--- config.mk ---
export PLATFORM = sky130hd
export DESIGN_NAME = sfbl_cell
export DESIGN_NICKNAME = d
export VERILOG_FILES = /design/src/rtl/sfbl_pkg.sv /design/src/rtl/sfbl_cell.sv
export SDC_FILE = /design/constraint.sdc
export NUM_CORES = 1
export LEC_CHECK = 0
export BUFFER_PORTS_ARGS = -buffer_cell sky130_fd_sc_hd__buf_4
export CORE_AREA = 2 2 158 160
export DETAILED_ROUTE_END_ITERATION = 16
export DIE_AREA = 0 0 160 162
export SYNTH_ARGS = -nofsm -noshare
export SYNTH_HDL_FRONTEND = slang
export SYNTH_SLANG_ARGS = --single-unit
--- constraint.sdc ---
create_clock -name clk -period 3.3 [get_ports clk]
set_clock_uncertainty 0.2 [all_clocks]
set_input_delay 0 -clock clk [delete_from_list [all_inputs] [get_ports clk]]
set_output_delay 0 -clock clk [all_outputs]
set_load 0.03 [all_outputs]
--- src/rtl/sfbl_pkg.sv ---
package sfbl_pkg;

  localparam int SIZE_W        = 48;
  localparam int INDEX_W       = 32;
  localparam int SFBL_CAPACITY = 64;

  typedef enum logic [1:0] {
    REQ_INSERT    = 2'd0,
    REQ_POP_FRONT = 2'd1,
    REQ_POP_BACK  = 2'd2,
    REQ_REMOVE    = 2'd3
  } req_type_t;

  typedef enum logic [1:0] {
    ST_OK    = 2'd0,
    ST_EMPTY = 2'd1,
    ST_FULL  = 2'd2
  } status_t;

  typedef struct packed {
    logic [SIZE_W-1:0]  size;
    logic [INDEX_W-1:0] index;
  } entry_t;

  typedef struct packed {
    logic   valid;
    entry_t ent;
  } cell_data_t;

  // one-hot in practice: at most one member set per cell per cycle
  typedef struct packed {
    logic take_left;
    logic take_new;
    logic take_right;
    logic clear;
  } cell_cmd_t;

  typedef struct packed {
    logic ahead;   // new entry belongs at or ahead of this slot
    logic match;   // slot holds the index being searched for
    logic tail;    // last occupied slot
  } cell_flags_t;

endpackage

--- src/rtl/sfbl_cell.sv ---
module sfbl_cell import sfbl_pkg::*; (
  input  logic               clk,
  input  logic               rst,
  input  logic               capture,
  input  logic [SIZE_W-1:0]  key_size,
  input  logic [INDEX_W-1:0] key_index,
  input  entry_t             new_ent,
  input  cell_cmd_t          cmd,
  input  cell_data_t         left,
  input  cell_data_t         right,
  output cell_data_t         cur,
  output cell_flags_t        flags
);

  logic        valid;
  entry_t      ent;
  cell_flags_t flags_q;

  always_ff @(posedge clk) begin
    if (rst) begin
      valid <= 1'b0;
    end else if (cmd.take_left) begin
      valid <= left.valid;
    end else if (cmd.take_new) begin
      valid <= 1'b1;
    end else if (cmd.take_right) begin
      valid <= right.valid;
    end else if (cmd.clear) begin
      valid <= 1'b0;
    end
  end

  always_ff @(posedge clk) begin
    if (cmd.take_left) begin
      ent <= left.ent;
    end else if (cmd.take_new) begin
      ent <= new_ent;
    end else if (cmd.take_right) begin
      ent <= right.ent;
    end
  end

  // zero-size entries go ahead of existing zeros, nonzero ones behind equals
  always_ff @(posedge clk) begin
    if (capture) begin
      flags_q.ahead  <= !valid || (ent.size < key_size) ||
                        ((key_size == '0) && (ent.size == '0));
      flags_q.match  <= valid && (ent.index == key_index);
      flags_q.tail   <= valid && !right.valid;
    end
  end

  assign cur.valid = valid;
  assign cur.ent   = ent;
  assign flags     = flags_q;

endmodule

==> summary.md <==
| Metric | Value |
|---|---|
| Root Buffer | `clkbuf_16` |
| Initial core utilization | `0.245` |
| Least-Margin Pin Slew | `0.736 ns` |
| Max-cap viol count | `0` |
| DP Wirelength | `22500 µm` |
| FF-to-FF setup slack | `0.68 ns` |
| GRT overflow | `0` |
| Synthesized flop and latch total | `84` |
| Die ar. | `25900 µm²` |
| Via count | `6759` |
| Ys async rst share | `0` |
| Worst R2R Path Depth | `6` |
| Clock transition at path regs | `0.07 ns` |
| Leakage | `0.00539 µW` |
| Drt initial violations | `274` |
| Post-CTS Resized | `0` |
| Ys flop type | `edfxtp_1` |
| Crit-path leading delay family | `simple AND/OR/NAND/NOR gates` |
| Hold Path Depth | `3` |
| Die height | `162 µm` |
| Setup TNS | `0 ns` |
| Core area | `24100 µm²` |
| Tcrit/Tclk final | `0.795` |
| Worst Hold End | `cur[62]` |
| Num ports | `413` |
| DR WL/cell | `18.7 µm` |
| Hold_buf cts | `163` |
| CTS tree | `yes` |
| Vias per cell | `4.51` |
| CP arrival | `2.64 ns` |
| Finish-stage setup viols | `0` |
| Cts bufs inserted | `9` |
| Buffer count from post-CTS setup fixing | `0` |
| DR DRC count | `0` |
| Max Clk Rate | `381 MHz` |
| Clock buffer depth | `2` |
| Final ANT Viol Nets | `0` |
| Sequential area share after synthesis | `0.425` |
| Kind of critical path | `reg -> reg` |
| Finished Core Util | `0.469` |
| Tot GR Track Use | `0.211` |
| First-pass GRT wire length | `41000 µm` |
| Port Buffers | `412` |
| Site Rows | `57` |
| FF-to-FF End | `flags[1]` |
| Netlist Area Pre-Place | `5910 µm²` |
| Post-synthesis average cell area | `9.80 µm²` |
| Area delta synth->final | `91.5%` |
| Worst-skew pair later-pin latency | `0.35 ns` |
| 1st-pass router iterations | `5` |
| Worst Setup Start Kind | `flop` |
| Post-layout minimum cycle time | `2.62 ns` |
| Post-synth cell types | `34` |
| GP Congestion | `0.865` |
| Max_slew headroom | `0.509` |
| Critical-path cell list | `xnor2_1 -> nand4_1 -> nor4_1 -> nand4_1 -> nor4_1 -> dlygate4sd3_1` |
| CP Buf/Inv Count | `1` |
| Initial antenna violation count | `5` |
| Max stage delay on crit path | `0.58 ns` |
| Clk sinks | `84` |
| Die Wd | `160 µm` |
| Worst EP required | `3.31 ns` |
| RR Startpoint | `cur[1]` |
| Detailed Route WL | `28000 µm` |
| Vias in the first global route | `7033` |
| Cell count after synthesis | `603` |
| Hold Path Class | `in -> reg` |
| Depth of the CTS H-tree | `3` |
| Fin. max-slew vios | `0` |
| Slowest cell on crit path | `dlygate4sd3_1` |
| Post-synth EDFFs | `83` |
| Layout cells sized above 1 | `0.370` |
| Worst vdd ir | `0.000251 V` |
| Pin count of the biggest net entering global routing | `83` |
| Mapped Nets | `979` |
| Result of the run | `complete, no violations` |
| WHS | `0.0170 ns` |
| Hold Startpoint | `right[62]` |
| PD cells | `354 nW/µm²` |
| Final nets | `1540` |
| Synth warn | `0` |
| Worst-path fanout max | `2` |
| Hold violation count in the final report | `0` |
| Unrepaired setup endpoints after global routing | `no` |
| CP Capture Type | `flop` |
synth_stat cells (4+ instances only):
library cell | count | share of area
a21o_1 | 4 | 0.0051
a21oi_1 | 19 | 0.016
buf_2 | 8 | 0.0068
clkbuf_1 | 19 | 0.012
edfxtp_1 | 83 | 0.42
ha_1 | 47 | 0.10
inv_1 | 49 | 0.031
mux2i_1 | 80 | 0.14
nand2_1 | 94 | 0.060
nand3_1 | 5 | 0.0042
nand4_1 | 19 | 0.020
nor4_1 | 27 | 0.029
o21ai_0 | 88 | 0.075
xnor2_1 | 28 | 0.041
xor2_1 | 4 | 0.0059
metrics by stage:
stage / instances / cell area [µm²] / setup slack [ns] / total power, µW
6_report: 1498 / 11300 / 0.676 / 4000
5_1_grt: 1498 / 11300 / 0.506 / 4200
4_1_cts: 1493 / 11300 / 0.625 / 4040
3_5_place_dp: 1314 / 9350 / 0.935 / 2730
3_3_place_gp: 1314 / 9350 / 0.987 / 2710
2_1_floorplan: 603 / 5910 / 0.355 / 2040
where the power goes:
group	internal, µW	leakage [µW]	switching, µW
combinational	762	0.00435	693
sequential	1320	0.000883	119
clock	661	0.000157	449
total	2740	0.00539	1260
how the worst max path moves through the flow:
| stage | startpoint | to | slack (ns) | cells after the start |
|---|---|---|---|---|
| floorplan | cmd[3] | cur[0] | 0.36 | 3 |
| global placement | cur[56] | flags[2] | 0.99 | 5 |
| detailed placement | cur[56] | flags[2] | 0.93 | 5 |
| CTS | cur[1] | flags[1] | 0.63 | 6 |
| global route | cur[1] | flags[1] | 0.51 | 6 |
| finish | cur[1] | flags[1] | 0.68 | 6 |
per-layer routing:
layer | global-route usage | up-vias | share of wire
met5 | 0 | - | 0
met4 | 0.0737 | 0 | 0.025
met3 | 0.0572 | 29 | 0.078
met2 | 0.398 | 284 | 0.53
met1 | 0.226 | 3109 | 0.37
li1 | - | 3337 | -
state kept, by name (all words and copies together) (netlist names):
name and cells:
flags 3, cur 80, valid 1
kinds of logic (layout without fill, tap and decap cells):
group                    after synthesis  in the layout  share of synthesized area
other                                  0              5                          0
flip-flops                            84             84                      0.425
XOR/XNOR                              32             32                     0.0474
buffers and inverters                 77            643                     0.0512
multiplexers                          80             80                      0.136
AND/OR/NAND/NOR                      163            163                      0.132
adder cells (fa/ha/maj)               47             47                     0.0995
AO/OA/AOI/OAI                        120            120                      0.109
layout make-up:
cell class,instances,area [µm²]
flip-flops and latches,84,2510
multi-input cells,442,3100
repair buffers,578,4780
clock buffers,9,225
diodes,5,12.5
well taps,324,405
fillers,2373,12800
clock inverters,7,91.3
inverters,49,184
cells in the final DEF, fill, tap and decap left out, drive strengths merged, types with 4 or more instances in the layout:
cell type | netlist | layout
a21o | 4 | 4
a21oi | 19 | 19
buf | 9 | 415
clkbuf | 19 | 9
clkinv | 0 | 5
diode | 0 | 5
dlygate4sd3 | 0 | 163
edfxtp | 83 | 83
ha | 47 | 47
inv | 49 | 49
mux2i | 80 | 80
nand2 | 94 | 94
nand3 | 5 | 5
nand4 | 19 | 19
nor4 | 28 | 28
o21ai | 88 | 88
xnor2 | 28 | 28
xor2 | 4 | 4
worst reg2reg max path: cells and delay by family, from the launching register on:
kind / cells / cell delay (ns)
XOR/XNOR: 1 / 0.26
buffers and inverters: 1 / 0.58
flip-flops: 1 / 0.49
AND/OR/NAND/NOR: 4 / 0.97
No activity file was read; power rests on OpenSTA's default activity.
